**config.mk**
```make
export PLATFORM = sky130hd
export DESIGN_NAME = led_strip_pixel_encoder
export DESIGN_NICKNAME = d
export VERILOG_FILES = /design/src/hw/rtl/lspe_pkg.sv /design/src/hw/rtl/lspe_ram.sv /design/src/hw/rtl/lspe_ctrl.sv /design/src/hw/rtl/lspe_dp.sv /design/src/hw/rtl/led_strip_pixel_encoder.sv
export VERILOG_INCLUDE_DIRS = /design/src /design/src/hw/rtl
export SDC_FILE = /design/constraint.sdc
export NUM_CORES = 2
export LEC_CHECK = 0
export BUFFER_PORTS_ARGS = -buffer_cell sky130_fd_sc_hd__buf_2
export CAP_MARGIN = 5
export CORE_MARGIN = 2
export CORE_UTILIZATION = 50
export CTS_CLUSTER_DIAMETER = 80
export DETAILED_ROUTE_END_ITERATION = 10
export GPL_TIMING_DRIVEN = 0
export PLACE_DENSITY = 0.71
export SYNTH_ARGS = -nofsm -noshare
export SYNTH_HDL_FRONTEND = slang
export SYNTH_HIERARCHICAL = 1
export SYNTH_SLANG_ARGS = --single-unit
```
**constraint.sdc**
```tcl
create_clock -name clk -period 5.6 [get_ports clk]
set_input_delay 0.84 -clock clk [delete_from_list [all_inputs] [get_ports clk]]
set_output_delay 0.84 -clock clk [all_outputs]
set_load 0.01 [all_outputs]
```
**src/hw/rtl/led_strip_pixel_encoder_assert.svh**
```systemverilog
// Assertion macros for the LED strip pixel encoder.
`ifndef LED_STRIP_PIXEL_ENCODER_ASSERT_SVH
`define LED_STRIP_PIXEL_ENCODER_ASSERT_SVH

// Condition must hold at every clock edge outside reset.
`define LSPE_ASSERT_ALWAYS(lbl, cond, msg) \
	lbl: assert property (@(posedge clk) disable iff (!arst_n) (cond)) else $error(msg);

// Antecedent implies consequent in the same cycle.
`define LSPE_ASSERT_IMPL(lbl, ante, cons, msg) \
	lbl: assert property (@(posedge clk) disable iff (!arst_n) (ante) |-> (cons)) \
		else $error(msg);

`endif

```
**src/hw/rtl/lspe_pkg.sv**
```systemverilog
// Shared types, constants and helpers for the LED strip pixel encoder.
`default_nettype none

package lspe_pkg;

	localparam int LED_COUNT_DEF = 64;
	localparam int CH_W          = 8;
	localparam int PIX_W         = 3 * CH_W;
	localparam int IDX_W         = 6;
	localparam int OP_W          = 2;
	localparam int REG_IDX_W     = 2;
	localparam int DIV_STEPS     = CH_W;
	localparam int CNT_W         = $clog2(PIX_W);

	localparam logic [OP_W-1:0] OP_SET  = 2'd0;
	localparam logic [OP_W-1:0] OP_FILL = 2'd1;
	localparam logic [OP_W-1:0] OP_SEND = 2'd2;

	localparam logic [REG_IDX_W-1:0] REG_BRIGHT = 2'd0;
	localparam logic [REG_IDX_W-1:0] REG_ONE    = 2'd1;
	localparam logic [REG_IDX_W-1:0] REG_ZERO   = 2'd2;

	localparam logic [CH_W-1:0] BRIGHT_RST = 8'd1;
	localparam logic [CH_W-1:0] ONE_RST    = 8'hF8;
	localparam logic [CH_W-1:0] ZERO_RST   = 8'hC0;

	typedef enum logic [2:0] {
		ST_CLEAR,
		ST_IDLE,
		ST_DIV,
		ST_WRITE,
		ST_FILL,
		ST_READ,
		ST_LOAD,
		ST_SEND
	} state_t;

	typedef struct packed {
		logic capture;
		logic div_step;
		logic mem_we;
		logic wr_sweep;
		logic wr_zero;
		logic sweep_inc;
		logic mem_re;
		logic load_shift;
		logic emit;
		logic last;
	} ctrl_cmd_t;

	typedef struct packed {
		logic sweep_last;
		logic out_free;
	} dp_status_t;

	function automatic int addr_w(input int depth);
		return (depth > 1) ? $clog2(depth) : 1;
	endfunction

endpackage

`default_nettype wire

```
**src/hw/rtl/lspe_ram.sv**
```systemverilog
// Generic single-write, single-read RAM with registered read data.
`default_nettype none

module lspe_ram #(
	parameter int WIDTH = 8,
	parameter int DEPTH = 16
) (
	input  wire logic                                  clk,
	input  wire logic                                  we,
	input  wire logic [lspe_pkg::addr_w(DEPTH)-1:0]    waddr,
	input  wire logic [WIDTH-1:0]                      wdata,
	input  wire logic                                  re,
	input  wire logic [lspe_pkg::addr_w(DEPTH)-1:0]    raddr,
	output logic      [WIDTH-1:0]                      rdata
);

	logic [WIDTH-1:0] mem_q [DEPTH];
	logic [WIDTH-1:0] rdata_q;

	always_ff @(posedge clk) begin
		if (we) begin
			mem_q[waddr] <= wdata;
		end
		if (re) begin
			rdata_q <= mem_q[raddr];
		end
	end

	assign rdata = rdata_q;

endmodule

`default_nettype wire

```
**src/hw/rtl/lspe_ctrl.sv**
```systemverilog
// Controller state machine: sequences clear, divide, store and send.
`default_nettype none

module lspe_ctrl #(
	parameter int LED_COUNT = lspe_pkg::LED_COUNT_DEF
) (
	input  wire logic                          clk,
	input  wire logic                          arst_n,
	input  wire logic                          in_valid,
	output logic                               in_stall,
	input  wire logic [lspe_pkg::OP_W-1:0]     op,
	input  wire logic [lspe_pkg::IDX_W-1:0]    led_index,
	input  wire lspe_pkg::dp_status_t          status,
	output lspe_pkg::ctrl_cmd_t                cmd
);

	lspe_pkg::state_t                 state_q;
	lspe_pkg::state_t                 state_d;
	logic [lspe_pkg::OP_W-1:0]        op_q;
	logic [lspe_pkg::CNT_W-1:0]       cnt_q;
	logic                             in_range;
	logic                             accept;
	logic                             div_done;
	logic                             send_last;

	assign in_range  = 32'(led_index) < 32'(LED_COUNT);
	assign accept    = in_valid && (state_q == lspe_pkg::ST_IDLE);
	assign in_stall  = (state_q != lspe_pkg::ST_IDLE);
	assign div_done  = (cnt_q == lspe_pkg::CNT_W'(lspe_pkg::DIV_STEPS - 1));
	assign send_last = (cnt_q == lspe_pkg::CNT_W'(lspe_pkg::PIX_W - 1));

	always_comb begin
		state_d = state_q;
		case (state_q)
			lspe_pkg::ST_CLEAR: begin
				if (status.sweep_last) state_d = lspe_pkg::ST_IDLE;
			end
			lspe_pkg::ST_IDLE: begin
				if (in_valid) begin
					case (op)
						lspe_pkg::OP_SET:  state_d = in_range ? lspe_pkg::ST_DIV : lspe_pkg::ST_IDLE;
						lspe_pkg::OP_FILL: state_d = lspe_pkg::ST_DIV;
						lspe_pkg::OP_SEND: state_d = in_range ? lspe_pkg::ST_READ : lspe_pkg::ST_IDLE;
						default:           state_d = lspe_pkg::ST_IDLE;
					endcase
				end
			end
			lspe_pkg::ST_DIV: begin
				if (div_done) begin
					state_d = (op_q == lspe_pkg::OP_FILL) ? lspe_pkg::ST_FILL : lspe_pkg::ST_WRITE;
				end
			end
			lspe_pkg::ST_WRITE: state_d = lspe_pkg::ST_IDLE;
			lspe_pkg::ST_FILL: begin
				if (status.sweep_last) state_d = lspe_pkg::ST_IDLE;
			end
			lspe_pkg::ST_READ: state_d = lspe_pkg::ST_LOAD;
			lspe_pkg::ST_LOAD: state_d = lspe_pkg::ST_SEND;
			lspe_pkg::ST_SEND: begin
				if (status.out_free && send_last) state_d = lspe_pkg::ST_IDLE;
			end
			default: state_d = lspe_pkg::ST_IDLE;
		endcase
	end

	always_comb begin
		cmd = '0;
		case (state_q)
			lspe_pkg::ST_CLEAR: begin
				cmd.mem_we    = 1'b1;
				cmd.wr_sweep  = 1'b1;
				cmd.wr_zero   = 1'b1;
				cmd.sweep_inc = 1'b1;
			end
			lspe_pkg::ST_IDLE:  cmd.capture  = accept;
			lspe_pkg::ST_DIV:   cmd.div_step = 1'b1;
			lspe_pkg::ST_WRITE: cmd.mem_we   = 1'b1;
			lspe_pkg::ST_FILL: begin
				cmd.mem_we    = 1'b1;
				cmd.wr_sweep  = 1'b1;
				cmd.sweep_inc = 1'b1;
			end
			lspe_pkg::ST_READ: cmd.mem_re     = 1'b1;
			lspe_pkg::ST_LOAD: cmd.load_shift = 1'b1;
			lspe_pkg::ST_SEND: begin
				cmd.emit = status.out_free;
				cmd.last = send_last;
			end
			default: cmd = '0;
		endcase
	end

	always_ff @(posedge clk or negedge arst_n) begin
		if (!arst_n) begin
			state_q <= lspe_pkg::ST_CLEAR;
			op_q    <= lspe_pkg::OP_SET;
			cnt_q   <= '0;
		end else begin
			state_q <= state_d;
			if (accept) begin
				op_q  <= op;
				cnt_q <= '0;
			end else if (state_q == lspe_pkg::ST_DIV) begin
				cnt_q <= div_done ? '0 : cnt_q + 1'b1;
			end else if (state_q == lspe_pkg::ST_SEND && status.out_free) begin
				cnt_q <= cnt_q + 1'b1;
			end
		end
	end

endmodule

`default_nettype wire

```
**src/hw/rtl/lspe_dp.sv**
```systemverilog
// Datapath: config registers, channel dividers, pixel store, bit shifter, output register.
`default_nettype none

module lspe_dp #(
	parameter int LED_COUNT = lspe_pkg::LED_COUNT_DEF
) (
	input  wire logic                               clk,
	input  wire logic                               arst_n,
	input  wire lspe_pkg::ctrl_cmd_t                cmd,
	output lspe_pkg::dp_status_t                    status,
	input  wire logic [lspe_pkg::IDX_W-1:0]         led_index,
	input  wire logic [lspe_pkg::CH_W-1:0]          red,
	input  wire logic [lspe_pkg::CH_W-1:0]          green,
	input  wire logic [lspe_pkg::CH_W-1:0]          blue,
	input  wire logic                               cfg_we,
	input  wire logic [lspe_pkg::REG_IDX_W-1:0]     cfg_index,
	input  wire logic [lspe_pkg::CH_W-1:0]          cfg_data,
	output logic                                    out_valid,
	input  wire logic                               out_stall,
	output logic      [lspe_pkg::CH_W-1:0]          code_byte,
	output logic                                    last_of_pixel
);

	localparam int AW    = lspe_pkg::addr_w(LED_COUNT);
	localparam int CH_W  = lspe_pkg::CH_W;
	localparam int PIX_W = lspe_pkg::PIX_W;

	logic [CH_W-1:0]           bright_q;
	logic [CH_W-1:0]           one_q;
	logic [CH_W-1:0]           zero_q;
	logic [lspe_pkg::IDX_W-1:0] idx_q;
	logic [AW-1:0]             sweep_q;
	logic [CH_W-1:0]           divisor;
	logic [CH_W-1:0]           rem_q [3];
	logic [CH_W-1:0]           quo_q [3];
	logic [CH_W:0]             trial [3];
	logic [CH_W:0]             diff  [3];
	logic [PIX_W-1:0]          shift_q;
	logic [PIX_W-1:0]          rd_data;
	logic [PIX_W-1:0]          wr_data;
	logic [AW-1:0]             wr_addr;
	logic                      out_valid_q;
	logic [CH_W-1:0]           code_q;
	logic                      last_q;

	// config registers
	always_ff @(posedge clk or negedge arst_n) begin
		if (!arst_n) begin
			bright_q <= lspe_pkg::BRIGHT_RST;
			one_q    <= lspe_pkg::ONE_RST;
			zero_q   <= lspe_pkg::ZERO_RST;
		end else if (cfg_we) begin
			case (cfg_index)
				lspe_pkg::REG_BRIGHT: bright_q <= cfg_data;
				lspe_pkg::REG_ONE:    one_q    <= cfg_data;
				lspe_pkg::REG_ZERO:   zero_q   <= cfg_data;
				default: ;
			endcase
		end
	end

	// radix-2 restoring division, one lane per channel: green, red, blue
	assign divisor = (bright_q == '0) ? CH_W'(1) : bright_q;

	always_comb begin
		for (int i = 0; i < 3; i++) begin
			trial[i] = {rem_q[i], quo_q[i][CH_W-1]};
			diff[i]  = trial[i] - {1'b0, divisor};
		end
	end

	always_ff @(posedge clk) begin
		if (cmd.capture) begin
			idx_q    <= led_index;
			quo_q[0] <= green;
			quo_q[1] <= red;
			quo_q[2] <= blue;
			for (int i = 0; i < 3; i++) rem_q[i] <= '0;
		end else if (cmd.div_step) begin
			for (int i = 0; i < 3; i++) begin
				if (!diff[i][CH_W]) begin
					rem_q[i] <= diff[i][CH_W-1:0];
					quo_q[i] <= {quo_q[i][CH_W-2:0], 1'b1};
				end else begin
					rem_q[i] <= trial[i][CH_W-1:0];
					quo_q[i] <= {quo_q[i][CH_W-2:0], 1'b0};
				end
			end
		end
	end

	// sweep address for clear and fill
	always_ff @(posedge clk or negedge arst_n) begin
		if (!arst_n) begin
			sweep_q <= '0;
		end else if (cmd.capture) begin
			sweep_q <= '0;
		end else if (cmd.sweep_inc) begin
			sweep_q <= sweep_q + 1'b1;
		end
	end

	assign status.sweep_last = (sweep_q == AW'(LED_COUNT - 1));

	assign wr_addr = cmd.wr_sweep ? sweep_q : AW'(idx_q);
	assign wr_data = cmd.wr_zero ? '0 : {quo_q[0], quo_q[1], quo_q[2]};

	lspe_ram #(
		.WIDTH(PIX_W),
		.DEPTH(LED_COUNT)
	) u_store (
		.clk  (clk),
		.we   (cmd.mem_we),
		.waddr(wr_addr),
		.wdata(wr_data),
		.re   (cmd.mem_re),
		.raddr(AW'(idx_q)),
		.rdata(rd_data)
	);

	always_ff @(posedge clk) begin
		if (cmd.load_shift) begin
			shift_q <= rd_data;
		end else if (cmd.emit) begin
			shift_q <= {shift_q[PIX_W-2:0], 1'b0};
		end
	end

	// output register
	assign status.out_free = !out_valid_q || !out_stall;

	always_ff @(posedge clk or negedge arst_n) begin
		if (!arst_n) begin
			out_valid_q <= 1'b0;
		end else if (cmd.emit) begin
			out_valid_q <= 1'b1;
		end else if (!out_stall) begin
			out_valid_q <= 1'b0;
		end
	end

	always_ff @(posedge clk) begin
		if (cmd.emit) begin
			code_q <= shift_q[PIX_W-1] ? one_q : zero_q;
			last_q <= cmd.last;
		end
	end

	assign out_valid     = out_valid_q;
	assign code_byte     = code_q;
	assign last_of_pixel = last_q;

endmodule

`default_nettype wire

```
**src/hw/rtl/led_strip_pixel_encoder.sv**
```systemverilog
// Top level of the LED strip pixel encoder: controller, datapath and checks.
//
// After reset the block sweeps the pixel store to black, one entry per cycle,
// and takes no item until done. One item is worked on at a time: a set runs
// accept, 8 division steps, store write; a fill runs accept, 8 division steps
// and a write of every store entry (the store has one write port); a send runs
// accept, store read, load, 24 code bytes, one code byte per cycle out of the
// output register unless the output stalls. The brightness division is a
// radix-2 restoring divider, one quotient bit per cycle for all three channels.
`default_nettype none

`include "led_strip_pixel_encoder_assert.svh"

module led_strip_pixel_encoder #(
	parameter int LED_COUNT = lspe_pkg::LED_COUNT_DEF
) (
	input  wire logic                               clk,
	input  wire logic                               arst_n,
	input  wire logic                               in_valid,
	output logic                                    in_stall,
	input  wire logic [lspe_pkg::OP_W-1:0]          op,
	input  wire logic [lspe_pkg::IDX_W-1:0]         led_index,
	input  wire logic [lspe_pkg::CH_W-1:0]          red,
	input  wire logic [lspe_pkg::CH_W-1:0]          green,
	input  wire logic [lspe_pkg::CH_W-1:0]          blue,
	output logic                                    out_valid,
	input  wire logic                               out_stall,
	output logic      [lspe_pkg::CH_W-1:0]          code_byte,
	output logic                                    last_of_pixel,
	input  wire logic                               cfg_we,
	input  wire logic [lspe_pkg::REG_IDX_W-1:0]     cfg_index,
	input  wire logic [lspe_pkg::CH_W-1:0]          cfg_data
);

	lspe_pkg::ctrl_cmd_t  cmd;
	lspe_pkg::dp_status_t status;

	lspe_ctrl #(
		.LED_COUNT(LED_COUNT)
	) u_ctrl (
		.clk      (clk),
		.arst_n   (arst_n),
		.in_valid (in_valid),
		.in_stall (in_stall),
		.op       (op),
		.led_index(led_index),
		.status   (status),
		.cmd      (cmd)
	);

	lspe_dp #(
		.LED_COUNT(LED_COUNT)
	) u_dp (
		.clk          (clk),
		.arst_n       (arst_n),
		.cmd          (cmd),
		.status       (status),
		.led_index    (led_index),
		.red          (red),
		.green        (green),
		.blue         (blue),
		.cfg_we       (cfg_we),
		.cfg_index    (cfg_index),
		.cfg_data     (cfg_data),
		.out_valid    (out_valid),
		.out_stall    (out_stall),
		.code_byte    (code_byte),
		.last_of_pixel(last_of_pixel)
	);

	`LSPE_ASSERT_IMPL(a_store_write_busy, cmd.mem_we, in_stall, "store write while taking items")
	`LSPE_ASSERT_IMPL(a_emit_free, cmd.emit, status.out_free, "code byte overwrites a pending one")
	`LSPE_ASSERT_IMPL(a_send_busy, $rose(out_valid), in_stall, "pixel started while idle")

endmodule

`default_nettype wire
```
==> flow_summary.json <==
{
  "synth.mux.area_fraction_pct": 15.51,
  "final.setup_skew_ps": 29.64,
  "root_buffer": "sky130_fd_sc_hd__clkbuf_16",
  "timing.final.crit_share_pct": 89.16,
  "die_h_um": 368.5,
  "critPathCaptureType": "register",
  "share_clk_of_total_power_pct": 29.7,
  "final_period_minus_worst_setup_slack_ps": 4993,
  "route.antenna.remaining_nets": 0,
  "synthAdderAreaFrac_pct": 0.5800,
  "fp.coreArea_um2": 131600,
  "cts.sinks": 1688,
  "die-width_um": 368.5,
  "power.sequential.fraction_pct": 47.9,
  "hold_path_class": "in2async",
  "dpl_cell_area_um2": 70530,
  "worstReg2RegEnd": "u_dp/u_store/mem_q[23][4]",
  "grt.overflow.total": 0,
  "syn_nets": 3293,
  "syn_inst": 3217,
  "critical_path.reg2reg.startpoint": "u_ctrl/state_q[1]",
  "route.detailed.drc": 0,
  "gp_congestion": 0.9558,
  "syn-cell-area_um2": 66440,
  "place.detailed.instances": 5076,
  "normalized_max_slew_margin_pct": 9.706,
  "synth_warnings": 6,
  "max_freq_mhz": 200.3,
  "fill_cells": 9349,
  "post_cts_setup_buffers": 0,
  "totalWireLength_um": 166100,
  "postSynth.topFlopCell": "sky130_fd_sc_hd__edfxtp_1",
  "grt_first_pass_wirelength_um": 238300,
  "tritoncts": "done",
  "final_design_area_no_fill_um2": 75600,
  "grt_setup_unrepaired": "no",
  "combinationalPowerShare_pct": 22.5,
  "static_leakage_uw": 0.02427,
  "final_nets": 3560,
  "syn2layout_area_growth_pct": 13.79,
  "synth_simple_gate_area_share_pct": 2.900,
  "drt_pass1_iterations": 6,
  "io_buffer_count": 57,
  "final_hold_viol_count": 0,
  "max_cap_violations": 0,
  "drive_above_1_share_pct": 27.53,
  "synth.top_cell.area_share_pct": 74.40,
  "synthTopCellsByArea": "sky130_fd_sc_hd__edfxtp_1 (74%), sky130_fd_sc_hd__mux4_2 (12%), sky130_fd_sc_hd__mux2_2 (1.8%)",
  "pin_count_of_the_biggest_net_entering_global_routing": 49,
  "reg2reg_slack_ps": 610,
  "synth.yosys.seq_area_share_pct": 75.98,
  "final_max_slew_viol_count": 0,
  "clk_lat_worst_skew_ps": 790,
  "io-pin-count": 58,
  "synth_top_family_by_area": "multiplexers",
  "synth_async_sr_flop_share_pct": 2.429,
  "drt_iter0_drc": 4646,
  "routed_via_density": 6.318,
  "synth_compound_area_share_pct": 3.384,
  "number_of_enable_type_register_cells_in_the_synthesized_netlist": 1646,
  "floorplan.initialDensity_pct": 50.47,
  "cp_data_required_time_ps": 5990,
  "clk_pin_slew_ps": 60,
  "post-dp-hpwl_um": 108100,
  "critical_path_arrival_ps": 5380,
  "cts_max_level": 4,
  "status": "completed",
  "p_int_uw": 25040,
  "net-switching-power_uw": 10400,
  "ir_worst_vdd_mv": 0.3774,
  "unique_masters_post_synth": 75,
  "synth_xor_xnor_area_share_pct": 0.1714,
  "floorplan.die_area_um2": 135800,
  "post_cts_resized": 0,
  "critical_path_class": "reg2reg",
  "timing_worst_slew_pin_value_ps": 1354,
  "num_rows": 133,
  "yosys.cell_count.top_type": "sky130_fd_sc_hd__edfxtp_1",
  "pwrdens_nw_per_um2": 468.7,
  "cts_buffers": 161,
  "startpoint_class_of_the_critical_path": "register",
  "setup_violations": 0,
  "post_synth_most_frequent_cells": "sky130_fd_sc_hd__edfxtp_1 (1,646), sky130_fd_sc_hd__mux4_2 (355), sky130_fd_sc_hd__nand2_1 (128)",
  "switching_share_pct": 29.35,
  "grt_antenna_before_repair": 6,
  "seq_cells_post_synth": 1688,
  "layoutNonFillerInstCount": 5372,
  "cts.path.max_buffers": 3,
  "critical_path_peak_fanout": 24,
  "avgRoutedWirePerCell_um": 30.92,
  "hold_buffers": 0,
  "worstRegToRegCells": 8,
  "post_synth.cell_area_avg_um2": 20.65,
  "grt_usage_pct": 24.57,
  "grt_pass1_vias": 33440,
  "vias": 33940,
  "synthDominantAreaCellType": "sky130_fd_sc_hd__edfxtp_1"
}
[state kept, by name, summed over array words and instances, names as in the netlist]
name                count
u_dp/one_q              8
u_dp/rem_q             24
u_dp/out_valid          1
u_dp/last_of_pixel      1
u_dp/u_store/mem_q   1536
u_ctrl/op_q             2
u_dp/shift_q           24
u_dp/code_byte          8
u_dp/bright_q           8
u_dp/quo_q             24
u_ctrl/cnt_q            5
u_ctrl/state_q          3
u_dp/u_store/rdata     24
u_dp/zero_q             8
u_dp/sweep_q            6
u_dp/idx_q              6
[layer usage]
metal	share of wire [%]	GRT usage (%)	vias to the layer above
met5	0.024	0	-
met4	3.5	8.744	6
met3	11	5.653	324
met2	48	38.75	1897
met1	38	33.92	17790
li1	-	-	13920
[layout by cell type, fill, tap and decap left out, drive strengths merged, types with 8 or more instances in the layout]
cell    netlist  routed
edfxtp     1646    1646
mux4        355     355
clkbuf       63     261
buf         104     208
nand2       128     128
mux2i       109     109
nor2        109     109
mux2        108     108
clkinv        2      72
a221oi       54      54
o22ai        53      53
o21ai        52      52
a21oi        42      42
nor2b        35      35
dfrtp        33      33
inv          22      30
a22oi        29      29
nand3        26      26
ha           26      26
o21a         19      19
and3         18      18
nand2b       14      14
a31oi        13      13
bufinv        0      12
nand4        12      12
or3          11      11
a21o          9       9
nand3b        8       8
xor2          8       8
dfstp         8       8
a211oi        8       8
nor3          8       8
[stage by stage]
| step | total power (µW) | util, % | hold WS, ps | worst slack (ps) | TNS (ps) |
|---|---|---|---|---|---|
| final | 35440 | 57.43 | 227.4 | 607.0 | 0 |
| after global routing | 36520 | 57.43 | 204.7 | 467.5 | 0 |
| after CTS | 35450 | 57.43 | 188.8 | 712.2 | 0 |
| after detailed placement | 25030 | 53.58 | 486.0 | 820.6 | 0 |
| after global placement | 24300 | 52.36 | 483.2 | -1016 | -454610 |
| after floorplan | 21410 | - | 460.1 | 1270 | 0 |
[kinds of logic after synthesis]
kind of cell             Yosys count
flip-flops                      1688
multiplexers                     572
AND/OR/NAND/NOR                  400
AO/OA/AOI/OAI                    324
buffers and inverters            191
adder cells (fa/ha/maj)           29
XOR/XNOR                          13
[how the worst max path moves through the flow]
stage,startpoint,endpoint,cells past startpoint
6_report,u_ctrl/state_q[1],u_dp/u_store/mem_q[23][4],8
5_1_grt,u_ctrl/state_q[1],u_dp/u_store/mem_q[23][9],8
4_1_cts,u_ctrl/state_q[1],u_dp/u_store/mem_q[31][20],8
3_5_place_dp,u_ctrl/state_q[1],u_dp/u_store/mem_q[23][11],8
3_3_place_gp,u_ctrl/state_q[1],u_dp/u_store/mem_q[49][8],9
2_1_floorplan,u_ctrl/state_q[0],u_dp/u_store/mem_q[48][0],10
[power groups by stage]
stage                     logic [µW]  registers (µW)  clock network (µW)
after CTS                       7860           17000               10600
after floorplan                 4190           17200                   0
after detailed placement        7820           17200                   0
after global routing            8370           17000               11100
final                           7960           17000               10500
after global placement          6740           17600                   0
[critical path, cell delays in order, from the launching register on]
cell and delay (ps):
sky130_fd_sc_hd__dfrtp_1 450, sky130_fd_sc_hd__clkbuf_1 270, sky130_fd_sc_hd__nor2_1 530, sky130_fd_sc_hd__buf_4 200, sky130_fd_sc_hd__clkbuf_1 260, sky130_fd_sc_hd__mux2_2 250
sky130_fd_sc_hd__clkbuf_1 460, sky130_fd_sc_hd__nand4_1 1030, sky130_fd_sc_hd__nor2_4 1130
[cell type report]
cell class / count / area (µm²) / share of cell area [%]
plain buffers: 167 / 883.3 / 1.168
clock inverters: 95 / 830.8 / 1.099
diodes: 3 / 7.507 / 0.009930
repair buffers: 104 / 1254 / 1.658
well taps: 1755 / 2196 / 2.905
multi-input cells: 1338 / 15620 / 20.66
flip-flops and latches: 1688 / 50480 / 66.78
inverters: 24 / 95.09 / 0.1258
clock buffers: 198 / 4232 / 5.597
No activity file was read; power rests on OpenSTA's default activity.
